<file path="src/rtl/vcm_pkg.sv">
// ----------------------------------------------------------------------------
// vcm_pkg
// Types, constants and register codes shared by the variant call merge table.
// ----------------------------------------------------------------------------
package vcm_pkg;

   // default sizing
   localparam int TABLE_DEPTH_DEF = 1024;
   localparam int MAX_CALLERS_DEF = 8;

   // field widths fixed by the interface
   localparam int CHROM_W = 8;
   localparam int POS_W   = 31;
   localparam int TYPE_W  = 4;
   localparam int CID_W   = 3;
   localparam int IDX_W   = 10;
   localparam int OMASK_W = 8;
   localparam int HITS_W  = 16;
   localparam int MINC_W  = 4;

   // configuration port
   localparam int CSR_ADDR_W = 2;
   localparam int CSR_DATA_W = 31;
   localparam logic [CSR_ADDR_W-1:0] CSR_MATCH_DISTANCE = 2'd0;
   localparam logic [CSR_ADDR_W-1:0] CSR_MIN_CALLERS    = 2'd1;
   localparam logic [POS_W-1:0]      DIST_RESET         = 31'd1000;
   localparam logic [MINC_W-1:0]     MINC_RESET         = 4'd2;

   // item kinds
   localparam logic KIND_SUBMIT = 1'b0;
   localparam logic KIND_READ   = 1'b1;

   // type code that matches on a single near breakpoint pair
   localparam logic [TYPE_W-1:0] ONE_BP_TYPE = 4'd4;

   // saturation value of the hit counter
   localparam logic [HITS_W-1:0] HITS_MAX = 16'hFFFF;

   typedef struct packed {
      logic [CHROM_W-1:0] chrom;
      logic [POS_W-1:0]   pos;
   } point_type;

   typedef struct packed {
      logic               kind;
      logic [CHROM_W-1:0] start_chrom;
      logic [POS_W-1:0]   start_pos;
      logic [CHROM_W-1:0] stop_chrom;
      logic [POS_W-1:0]   stop_pos;
      logic [TYPE_W-1:0]  sv_type;
      logic [CID_W-1:0]   caller_num;
      logic [IDX_W-1:0]   entry_index;
   } req_type;

   typedef struct packed {
      logic [IDX_W-1:0]   slot;
      logic               matched;
      logic               dropped;
      logic               entry_valid;
      logic [CHROM_W-1:0] entry_start_chrom;
      logic [POS_W-1:0]   entry_start_pos;
      logic [CHROM_W-1:0] entry_stop_chrom;
      logic [POS_W-1:0]   entry_stop_pos;
      logic [TYPE_W-1:0]  entry_type;
      logic [OMASK_W-1:0] support_mask;
      logic [HITS_W-1:0]  hit_count;
      logic               passes;
   } rsp_type;

   // fixed-width part of a stored entry, the support mask is appended below it
   typedef struct packed {
      point_type         start_pt;
      point_type         stop_pt;
      logic [TYPE_W-1:0] sv_type;
      logic [HITS_W-1:0] hits;
   } ent_fix_type;

   typedef enum logic [3:0] {
      ST_IDLE,
      ST_RD_FETCH,
      ST_RD_DONE,
      ST_FETCH,
      ST_CMP_A,
      ST_CMP_B,
      ST_CMP_C,
      ST_MATCH,
      ST_APPEND
   } state_type;

endpackage

</file>
<file path="src/rtl/vcm_point_cmp.sv">
// ----------------------------------------------------------------------------
// vcm_point_cmp
// Shared breakpoint comparator: same chromosome and |pos_a - pos_b| < distance.
// ----------------------------------------------------------------------------
module vcm_point_cmp
   import vcm_pkg::*;
(
   input  point_type        point_a,
   input  point_type        point_b,
   input  logic [POS_W-1:0] distance,
   output logic             near
);

   logic [POS_W:0] a_ext;
   logic [POS_W:0] b_ext;
   logic [POS_W:0] a_plus_d;
   logic [POS_W:0] b_plus_d;

   // a - b < d and b - a < d, done as two sums compared in parallel
   assign a_ext    = {1'b0, point_a.pos};
   assign b_ext    = {1'b0, point_b.pos};
   assign a_plus_d = a_ext + {1'b0, distance};
   assign b_plus_d = b_ext + {1'b0, distance};

   assign near = (point_a.chrom == point_b.chrom) && (a_ext < b_plus_d) && (b_ext < a_plus_d);

endmodule
</file>
<file path="config.mk">
export PLATFORM = sky130hd
export DESIGN_NAME = vcm_point_cmp
export DESIGN_NICKNAME = d
export VERILOG_FILES = /design/src/rtl/vcm_pkg.sv /design/src/rtl/vcm_point_cmp.sv
export SDC_FILE = /design/constraint.sdc
export NUM_CORES = 1
export LEC_CHECK = 0
export ABC_AREA = 1
export BUFFER_PORTS_ARGS = -buffer_cell sky130_fd_sc_hd__clkbuf_2
export CORE_ASPECT_RATIO = 1.1
export CORE_MARGIN = 1
export CORE_UTILIZATION = 63
export DETAILED_ROUTE_END_ITERATION = 8
export PLACE_DENSITY = 0.91
export SETUP_SLACK_MARGIN = 0.2
export SLEW_MARGIN = 0
export SYNTH_ARGS = -nofsm -noshare
export SYNTH_HDL_FRONTEND = slang
export SYNTH_SLANG_ARGS = --single-unit
</file>
<file path="constraint.sdc">
create_clock -name vclk -period 9
set_input_delay 1.8 -clock vclk [all_inputs]
set_output_delay 1.8 -clock vclk [all_outputs]
set_load 0.01 [all_outputs]
</file>
Word-level counts from Yosys, hierarchy flattened --
Cells that the tools add are included.
Word-level totals: bits in registers 0, input port bits 109
Operators by class: add/sub/neg operators 2, order comparisons 2, eq/ne operators 1, reductions and logical operators 2
Operators by type and width (count):
- $add A31 B31 Y32 | 2
- $lt A31 B32 Y1 | 2
- $eq A8 B8 Y1 | 1
- $logic_and A1 B1 Y1 | 2

Logic depth before layout (Yosys ltp) --
word-level depth 4, depth in mapped cells 22, depth with buffers taken out 22

Worst setup path after synthesis --
Ideal clock, no wire load.
path kind input port to output port, from in point_a[0] (netlist bit), to out near, data arrival time 4214 ps, required time 7200 ps, slack 2986 ps, cell stages on the path 22, cells stage by stage ha_1 inv_1 fa_1 inv_1 nand2_1 o21ai_2 a21boi_1 o21ai_2 nand2_1 nand2_1 a21oi_1 xor2_1 ha_1 nand2_1 inv_1 nand3_1 inv_1 a21oi_1 nor2_1 nor2_1 nand2_1 nor2_2
On the way: cells in the longest elaborated chain, start to end 3, elaborated cells between the ends (all ways) 5, those cells by class add/sub (1); order compare (2); reduce/logical (2)
Ends and longest elaborated chain:
- start: declaration | line vcm_point_cmp.sv:8 | input point_type point_a,
- $add A31 B31 Y32 / $lt A31 B32 Y1 (equally long branches) | line vcm_point_cmp.sv:22, vcm_point_cmp.sv:25
- $lt A31 B32 Y1 / $logic_and A1 B1 Y1 (equally long branches) | line vcm_point_cmp.sv:25 | assign near = (point_a.chrom == point_b.chrom) && (a_ext < b_plus_d) && (b_ext < a_plus_d);
- $logic_and A1 B1 Y1 * | line vcm_point_cmp.sv:25
- end: declaration | line vcm_point_cmp.sv:11 | output logic near
Mark *: on every way between the ends. The rest lies on a longest branch, timed or not.

Final worst setup path --
Same ends and word-level chain as after synthesis.

==> flow_metrics.py <==
metrics = {
    "route": {
        "ant_nets": 0,
        "totalWireLength_mm": 16.0,
        "wire_per_inst_um": 15.6,
        "drt_iter0_markers": 423,
        "drc": 0,
        "vias_per_cell": 5.87,
        "dr.pass1.iters": 5,
        "vias": 6013,
    },
    "cells_and_area": {
        "clock_buffers": 0,
        "drive_gt1_share_pct": 15.9,
        "seqCellArea_um2": 0,
        "layout_common_cells": "nand2_1 (193), ha_1 (122), clkbuf_2 (110)",
        "seq_cell_count": 0,
        "fillCellCount": 643,
        "nets": 1155,
        "diodes": 0,
        "finish.utilization_pct": 75.3,
        "syn2layout_area_growth_pct": 13.6,
        "final_common_cell": "nand2_1",
    },
    "critical_path": {
        "critPathKind": "primary input to output port",
        "cp_max_fo": 4,
        "cpPeakStageDelay_ns": 0.38,
        "cp_data_required_time_ns": 7.20,
        "cp_slowest_cell": "fa_1",
        "cp-start-kind": "primary input",
        "path_cells": "clkbuf_2 > ha_1 > inv_1 > fa_1 > inv_1 > nand2_1 > o21ai_2 > a21boi_1 > o21ai_2 > nand2_1 > nand2_1 > nand3_1 > nand3_1 > nand2_1 > ha_1 > a21oi_1 > nor2_1 > nor2_1 > nand2_1 > nor2_1 > nand2_1 > nor2_2 > clkbuf_2",
        "arrival_ns": 4.92,
        "cp-end-kind": "output port",
        "crit_top_cell": "nand2_1",
    },
    "cts": {
        "cts_hold_buffers": 0,
        "cts_setup_buffers": 0,
        "cts_resized": 0,
    },
    "sta": {
        "rsz0062_at_grt": "false",
        "finalSetupViolCount": 0,
        "tightest_slew_ns": 0.623,
        "slew-limit-headroom_pct": 58.1,
        "finalSetupTns_ns": 0,
        "maxSlewViolCount": 0,
        "period_share_pct": 74.7,
        "fmax_mhz": 149,
        "hold_violations": 0,
        "min_period_ns": 6.72,
    },
    "global_route": {
        "globalRouteOverflowTotal": 0,
        "grt_max_degree": 7,
        "antenna_found_initial": 0,
        "grt_pass1_wl_mm": 25.2,
        "track_usage_pct": 38.5,
        "grt_pass1_vias": 5619,
    },
    "place": {
        "routabilityCongestion": 0.979,
        "dpl.hpwl_mm": 14.5,
        "port_buffers": 110,
    },
    "logic_synthesis": {
        "avgSynthCellArea_um2": 6.18,
        "mappedNetlistArea_um2": 5010,
        "ys_types": 41,
        "yosys_warnings": 0,
        "synth_nets": 1043,
        "seq_area_frac_synth_pct": 0,
        "synth_cells": 810,
        "synth_area_leader_cell": "ha_1",
        "synth_top_area_share_pct": 30.5,
        "synth_area_leaders": "ha_1 (30%), nand2_1 (14%), a21oi_1 (8.0%)",
    },
    "floorplanning": {
        "ios": 110,
        "core_um2": 7560,
        "dieArea_um2": 8310,
        "dieWidth_um": 87.0,
        "rows": 33,
        "initial_core_util_pct": 66.3,
        "die_y_um": 95.5,
    },
    "power": {
        "peakVddDrop_v": 0.0000491,
        "leakagePower_nw": 3.20,
        "p_per_area_nw_per_um2": 81.8,
    },
    "min_path": {
        "hold_class": "primary input to output port",
    },
    "run_status": {
        "status": "finished, final reports clean",
    },
    "job": {
        "cap_violations": 0,
    },
}
synthesized netlist by cell type (all sizes together), types with 4 or more instances:
| master | count |
|---|---|
| o21ai | 30 |
| xnor2 | 30 |
| a21oi | 86 |
| a31oi | 10 |
| nand3 | 28 |
| o211ai | 4 |
| nor2 | 78 |
| and3 | 4 |
| o31ai | 4 |
| o21bai | 8 |
| nand4 | 15 |
| nand2 | 206 |
| ha | 122 |
| nor3 | 8 |
| a21o | 10 |
| inv | 109 |
| xor2 | 30 |
area by class of cell:
cell class	count	area, µm²	area share (%)
Inverter	110	413	7.26
Tap cell	105	131	2.31
Timing Repair Buffer	110	551	9.68
Multi-Input combinational cell	700	4590	80.8
critical path: cells and delay by family:
kind	cells	cell delay, ns
adders and majority gates	3	0.82
and+or+nand+nor	12	1.22
buffers and inverters	4	0.35
AOI/OAI and AO/OA	4	0.71
metal layers:
layer	part of all wire, %	up-vias	wire length (µm)	GRT usage, %
met4	3.3	0	535	12.9
li1	-	2981	-	-
met1	43	2680	6840	50.5
met3	8.9	54	1420	4.07
met5	0	-	0	0
met2	45	298	7180	65.3
per-stage QoR:
step	total power, mW	setup WS, ns	instances	area (µm²)	hold slack (ns)
after detailed placement	0.452	2.32	1025	5690	4.28
after floorplan	0.323	2.99	810	5010	3.98
after global placement	0.435	2.35	1025	5690	4.25
after CTS	0.455	2.31	1025	5690	4.28
final	0.465	2.28	1025	5690	4.28
after global routing	0.520	1.98	1025	5690	4.36
kinds of logic after synthesis:
group           synth area share (%)
compound gates                  20.3
xor+xnor                        10.5
fa+ha+maj                       31.3
buf+inv                         8.25
simple gates                    29.6
power by group:
group	leakage, nW	internal, mW	switching [mW]
Combinational	3.20	0.182	0.283
Clock	0	0	0
Sequential	0	0	0
Total	3.20	0.182	0.283
worst paths after layout:
kind / from / endpoint / cells past startpoint
max: point_a[0] / near / 23
min: point_a[34] / near / 11
Power figures use the tool's default switching activity.
