### src/rtl/vcm_ram.sv
// ----------------------------------------------------------------------------
// vcm_ram
// Generic single-write, single-read RAM with registered read data.
// ----------------------------------------------------------------------------
module vcm_ram #(
   parameter int WIDTH = 8,
   parameter int DEPTH = 16
) (
   input  logic                     clock,
   input  logic                     wr_en,
   input  logic [$clog2(DEPTH)-1:0] wr_addr,
   input  logic [WIDTH-1:0]         wr_data,
   input  logic [$clog2(DEPTH)-1:0] rd_addr,
   output logic [WIDTH-1:0]         rd_data
);

   logic [WIDTH-1:0] mem_ff [DEPTH];
   logic [WIDTH-1:0] rd_data_ff;

   // write port
   always_ff @(posedge clock) begin
      if (wr_en) begin
         mem_ff[wr_addr] <= wr_data;
      end
   end

   // registered read port
   always_ff @(posedge clock) begin
      rd_data_ff <= mem_ff[rd_addr];
   end

   assign rd_data = rd_data_ff;

endmodule

### config.mk
export PLATFORM = sky130hd
export DESIGN_NAME = vcm_ram
export DESIGN_NICKNAME = d
export VERILOG_FILES = /design/src/rtl/vcm_ram.sv
export SDC_FILE = /design/constraint.sdc
export NUM_CORES = 1
export LEC_CHECK = 0
export ABC_AREA = 0
export BUFFER_PORTS_ARGS = -buffer_cell sky130_fd_sc_hd__buf_2
export CORE_AREA = 4 4 149 151
export CTS_BUF_LIST = sky130_fd_sc_hd__clkbuf_16
export DETAILED_ROUTE_END_ITERATION = 6
export DIE_AREA = 0 0 153 155
export SLEW_MARGIN = 40
export SYNTH_ARGS = -nofsm -noshare
export SYNTH_HDL_FRONTEND = slang
export SYNTH_SLANG_ARGS = --single-unit
### constraint.sdc
create_clock -name clock -period 2.2 [get_ports clock]
set_input_delay 0.55 -clock clock [delete_from_list [all_inputs] [get_ports clock]]
set_output_delay 0.55 -clock clock [all_outputs]
set_load 0.1 [all_outputs]
# Yosys cells after proc, flatten, opt, wreduce, memory -nomap -nowiden
# Memory sizes are Yosys's and may differ from the RTL's. A register that Yosys moved wholly into a read port is not among the register bits.
# Index checks and enable logic that the tools add are counted.
# W data, S select, Z words.
[totals] mem_count=1 reg_bits=0 input_bits=18 romBits=0 latchBits=0 mem_bits_rw=128 output_inout_bits=8
[op_classes] shift=0 order_cmp=0 n_div=0 n_reduce_logical=0 n_addsub=0 eq_ne=0 bitwise_logic=0 muxes=2 multipliers=0
[mem_list] name="mem_ff" depth=16 word_bits=8 rd=1 rd_ports_with_merged_regs=1 write_ports=1 line="17" source="logic [WIDTH-1:0] mem_ff [DEPTH];"
[ops] cell="$mux W1" n=2

# Depth between registers and ports, before layout
# Gate-level depths: netlist (run 1).
[logic_depth] ltp_word=2 mapped_depth=5

# Worst setup path before layout (run 1)
# Ideal clock, no wire load.
[synth_timing] kind="in2reg" from="input wr_addr[2]" to="memory mem_ff[0][0] (enable)" path_slack_ns=0.157 t_arrival_ns=1.660 stages=2 required_time_ns=1.817 path_cell_list="or3b_2 -> nor3_1"
[synth_rtl] item="start: declaration" line="11" source="input logic [$clog2(DEPTH)-1:0] wr_addr,"
[synth_rtl] item="end: declaration" line="17"
# Straight into the memory's write port.

# Worst setup path in the final report (run 1)
[layout_timing] from="register rd_data_ff[4] (netlist: rd_data[4]) (read register of mem_ff)" to="output rd_data[4]"
[layout_rtl] item="start: declaration" line="18" source="logic [WIDTH-1:0] rd_data_ff;"
[layout_rtl] item="end: declaration" line="14" source="output logic [WIDTH-1:0] rd_data"
# No word-level cell between the ends.

==> key figures, run 1 <==
Min path
  – Worst hold path cell count: 1
  – Worst hold path startpoint: wr_data[1]
  – Worst hold path class: in -> reg
  – Hold EP: mem_ff[5][1]

Setup path
  – R2R cell count: 3
  – Worst r2r dst: rd_data[7]
  – Crit path max-delay family: buffers and inverters
  – Critical Path End Type: primary output
  – Crit-path max FO: 1
  – Crit path largest cell delay: 0.46 ns
  – FF-to-FF setup slack: 0.84 ns
  – CP Cell Sequence: buf_2
  – Critical Path AT: 1.25 ns
  – Reg2reg start: mem_ff[11][7]
  – Crit path kind: reg -> out
  – Buf/Inv on CP: 1
  – CP max stage cell: buf_2
  – Worst setup SP type: register
  – Req. time, crit path: 1.65 ns

GRT
  – First-pass GRT wire length: 15.51 mm
  – Grt ovf: 0
  – Antenna violations before repair: 0
  – Overall routing resource usage: 8.843%
  – Largest net degree at the start of global routing: 33
  – Vias in the first global route: 2533

Pwr
  – Sequential Power Share: 48.7%
  – Clock Power Share: 44.7%
  – NetSw: 1234 uW
  – Leakage: 0.002092 uW
  – Peak VDD IR: 555.1 uV
  – Net Sw Frac: 20.61%
  – Comb pwr share: 6.5%
  – Pwr dens: 953.7 nW/um^2
  – P_int: 4755 uW
  – Power Total: 5989 uW

STA
  – Tmin final: 1.804 ns
  – Pins over their slew limit: 0
  – Worst Max-Slew Pin Slew: 0.5047 ns
  – RSZ-0062 raised after global routing: no
  – Final Setup Violations: 0
  – Worst Clk Skew: 0.006813 ns
  – Part of the cycle the worst path needs: 82.00%
  – Final Hold Viols: 0
  – Setup Total Neg Slack: 0 ns
  – Max Freq: 554.4 MHz
  – Slew headroom: 66.58%

Logic synthesis
  – Synth Warn #: 0
  – Register area share after synthesis: 77.78%
  – Top_reg_cell synth: edfxtp_1
  – Post-synth top cells: edfxtp_1, mux4_2, a22oi_1, mux4_1, nor2_1
  – Avg Cell Area, Syn: 22.48 um^2
  – Post-synthesis instance area: 5147 um^2
  – Cells after synthesis: 229
  – Leading cell type by number of instances after synthesis: edfxtp_1
  – Yosys reg bits: 136
  – Post-Syn Nets: 247
  – Share of the synthesized area in the top cell type: 74.67%
  – Number of synthesized flops with an enable pin: 128
  – Synth unique cells: 19
  – Area leader, netlist: edfxtp_1
  – Ys async rst share: 0%
  – Largest cells by area after synthesis: edfxtp_1, mux4_2, mux4_1, dfxtp_1, a22oi_1

Finish
  – Non-filler cells, final: 572
  – Layout Area Growth over Synthesis: 22.00%
  – Layout cells sized above 1: 29.63%
  – Fillers: 2070
  – Final core occ: 30.16%
  – Antenna cells: 0
  – Nets: 302

Clocking
  – CTS Buf Count: 17
  – CTS Buffer Depth: 2
  – CTS tree: built
  – Post-CTS Repair Setup Buffers: 0
  – Clock sink count: 136
  – Hold buffers post-CTS: 0
  – CTS resizes: 0
  – Clock slew at reported path FFs: 0.05 ns
  – CTS root buffer: clkbuf_16
  – Htree depth: 4
  – Clock latency on the worst-skew pair: 0.40 ns

Run status
  – Outcome: finished, final reports clean

Place
  – I/O Buffers: 25
  – DP HPWL: 6.519 mm
  – RePlAce Congestion: 0.7047
  – Placed instance count: 540

Route
  – Average wire per standard cell: 17.14 um
  – DR DRC count: 0
  – Iter 0 DRT Violations: 198
  – Via count: 2406
  – Pre-antenna DRT Iters: 4
  – Post-route ant nets: 0
  – Routed wire length: 9.804 mm
  – Vias/cell: 4.206

Die
  – Starting Density: 24.72%
  – # rows: 53
  – Die extent in x: 153 um
  – Placeable Area: 20820 um^2
  – Top-Level Pins: 26
  – Die height: 155 um
  – Die ar.: 23720 um^2

Job
  – Max-cap violations: 0
## stage by stage
stage                     cell area [um^2]  setup WS (ns)  hold WS, ns
after global placement                5713         0.1750       0.6637
after detailed placement              5713         0.1584       0.6673
after floorplan                       5147         0.1571       0.6293
after CTS                             6280         0.3682       0.5153
after global routing                  6280         0.3424       0.5189
final                                 6280         0.3961       0.5248
## flip-flops by register name (all words and copies together), names as in the netlist
| register | count |
|---|---|
| mem_ff | 128 |
| rd_data | 8 |
## power by group through the flow
stage                     Combinational (uW)  Sequential [uW]  Clock, uW
after floorplan                          147             3090          0
after global placement                   391             2970          0
after detailed placement                 399             2970          0
after CTS                                399             2920       2740
after global routing                     422             2920       2870
final                                    392             2920       2680
## worst max path at each step
stage	from	endpoint	slack, ns	cells past startpoint
after floorplan	wr_addr[2]	mem_ff[0][0]	0.16	2
after global placement	rd_addr[0]	rd_data[5]	0.17	5
after detailed placement	rd_addr[0]	rd_data[5]	0.16	5
after CTS	rd_data[4]	rd_data[4]	0.37	1
after global routing	rd_data[4]	rd_data[4]	0.34	1
final	rd_data[4]	rd_data[4]	0.40	1
## layout by cell type, fill, tap and decap left out, types with 2 or more instances in the layout
cell       count
nor2_1        13
buf_2         25
nand3b_1       2
a22oi_1       16
buf_12         2
mux4_2        18
mux4_1        14
bufinv_16      3
nand2b_1       2
dfxtp_1        8
clkinv_1       8
nor3_1         4
buf_4         19
edfxtp_1     128
clkbuf_16     17
clkinv_2       2
nand2_1        9
## layout make-up
| cell class | count | area, um^2 | area share, % |
|---|---|---|---|
| well taps | 275 | 344.1 | 5.479 |
| clock buffers | 17 | 425.4 | 6.774 |
| multi-input cells | 83 | 1057 | 16.84 |
| repair buffers | 46 | 307.8 | 4.901 |
| clock inverters | 15 | 141.4 | 2.251 |
| flip-flops and latches | 136 | 4004 | 63.76 |
## routing by layer
metal | vias to the layer above | routed length, um | GRT usage (%)
met5 | - | 0 | 0
met4 | 0 | 57 | 2.927
met3 | 5 | 458 | 3.143
met2 | 67 | 4611 | 13.05
met1 | 1250 | 4677 | 12.22
li1 | 1084 | - | -
## cells by family (layout without fill, tap and decap cells)
kind of cell,Yosys count,count (layout),synth area share [%]
buffers and inverters,10,78,1.677
AO/OA/AOI/OAI,16,16,2.334
multiplexers,32,32,15.02
flip-flops,136,136,77.78
AND/OR/NAND/NOR,35,35,3.184
Power figures use the tool's default switching activity.
==> inputs of run 2 (changes only) <==
==> constraint.sdc (replaced) <==
create_clock -name clock -period 1.5 [get_ports clock]
set_input_delay 0.375 -clock clock [delete_from_list [all_inputs] [get_ports clock]]
set_output_delay 0.375 -clock clock [all_outputs]
set_load 0.1 [all_outputs]
==> key figures, run 2 (synthesis gave the netlist of run 1 again) <==
Route
  – Pre-antenna DRT Iters: 4
  – Vias/cell: 4.297
  – DR DRC count: 0
  – Average wire per standard cell: 18.68 um
  – Via count: 2518
  – Routed wire length: 10.95 mm
  – Post-route ant nets: 0
  – Iter 0 DRT Violations: 210

Finish
  – Commonest non-fill, non-tap cell in the layout: edfxtp_1
  – Antenna cells: 0
  – Commonest non-fill, non-tap cells in the layout: edfxtp_1, buf_4, mux4_2
  – Layout Area Growth over Synthesis: 27.27%
  – Layout cells sized above 1: 35.05%
  – Largest reg by FF count: mem_ff
  – Fillers: 2021
  – Nets: 316
  – Largest register FFs: 128
  – Non-filler cells, final: 586

Run status
  – Outcome: finished, final reports clean

Pwr
  – Pwr dens: 1388 nW/um^2
  – Peak VDD IR: 1008 uV
  – Leakage: 0.002228 uW

Setup path
  – CP max stage cell: dfxtp_1
  – Crit path largest cell delay: 0.38 ns
  – Req. time, crit path: 1.12 ns
  – Worst setup SP type: register
  – Critical path depth: 1
  – Crit path kind: reg -> out
  – Critical Path End Type: primary output
  – CP Cell Sequence: buf_4
  – Buf/Inv on CP: 1
  – Crit-path max FO: 1
  – Critical Path AT: 1.10 ns
  – FF-to-FF setup slack: 0.12 ns
  – Crit path max-delay family: flip-flops
  – R2R cell count: 3

Die
  – Die ar.: 23720 um^2
  – Starting Density: 24.72%
  – Placeable Area: 20820 um^2
  – Top-Level Pins: 26
  – Die extent in x: 153 um
  – Die height: 155 um
  – # rows: 53

Min path
  – Worst hold path class: in -> reg
  – Worst hold path cell count: 1

Clocking
  – Clock sink count: 136
  – Htree depth: 4
  – Clock slew at reported path FFs: 0.05 ns
  – CTS tree: built
  – CTS root buffer: clkbuf_16
  – Hold buffers post-CTS: 0
  – CTS Buffer Depth: 2
  – Clock latency on the worst-skew pair: 0.40 ns
  – CTS Buf Count: 17

STA
  – Final Hold Viols: 0
  – Final Setup Violations: 0
  – Pins over their slew limit: 0
  – Tmin final: 1.474 ns
  – Max Freq: 678.5 MHz
  – Slew headroom: 49.35%
  – Worst Max-Slew Pin Slew: 0.7582 ns
  – Part of the cycle the worst path needs: 98.26%
  – RSZ-0062 raised after global routing: no
  – Worst Clk Skew: 0.01123 ns
  – Hold_ws: 0.3619 ns

Place
  – I/O Buffers: 25
  – DP HPWL: 7.400 mm
  – Placed instance count: 554
  – RePlAce Congestion: 0.7043

GRT
  – Antenna violations before repair: 0
  – First-pass GRT wire length: 16.68 mm
  – Vias in the first global route: 2573
  – Overall routing resource usage: 9.605%
  – Grt ovf: 0
  – Largest net degree at the start of global routing: 20

Job
  – Max-cap violations: 0
## run 2: path summary, 6_finish.rpt
| kind | endpoint | start |
|---|---|---|
| worst max-delay path | rd_data[4] | rd_data[4] |
| worst min-delay path | mem_ff[4][4] | wr_data[4] |
| worst max register to register | rd_data[6] | mem_ff[2][6] |
| worst min register to register | rd_data[3] | mem_ff[15][3] |
## run 2: per-stage QoR
stage,power (uW),setup WS (ns),area (um^2),util (%),TNS [ns]
floorplan,4753,-0.01147,5186,-,-0.05294
global placement,5015,-0.3060,5944,28.55,-4.353
detailed placement,5030,-0.2822,5944,28.55,-5.429
CTS,9179,0.01568,6551,31.46,0
global route,9398,0.005564,6551,31.46,0
finish,9095,0.02617,6551,31.46,0
## run 2: report_power, final
group          leakage [uW]  total (uW)  switching (uW)  internal [uW]
clock network      0.000306        4140            1420           2730
registers           0.00122        4290            36.9           4250
logic              0.000698         664             424            240
total               0.00223        9100            1880           7220
## run 2: layer usage
metal / wire, um / GRT usage [%]
met1: 4923 / 13.52
met2: 5200 / 14.69
met3: 782 / 3.088
met4: 41 / 2.036
met5: 0 / 0
## run 2: final cells by class
| type | count | area (um^2) | share of cell area (%) |
|---|---|---|---|
| multi-input combinational | 83 | 1089 | 16.62 |
| tap | 275 | 344.1 | 5.252 |
| sequential | 136 | 4004 | 61.12 |
| clock buffer | 17 | 425.4 | 6.494 |
| timing repair buffer | 60 | 520.5 | 7.945 |
| clock inverter | 15 | 168.9 | 2.578 |
## run 2: repair_timing
item                       in CTS  in global routing
buffers inserted                0                  0
resized for setup               5                  0
setup endpoints to repair       5                  0
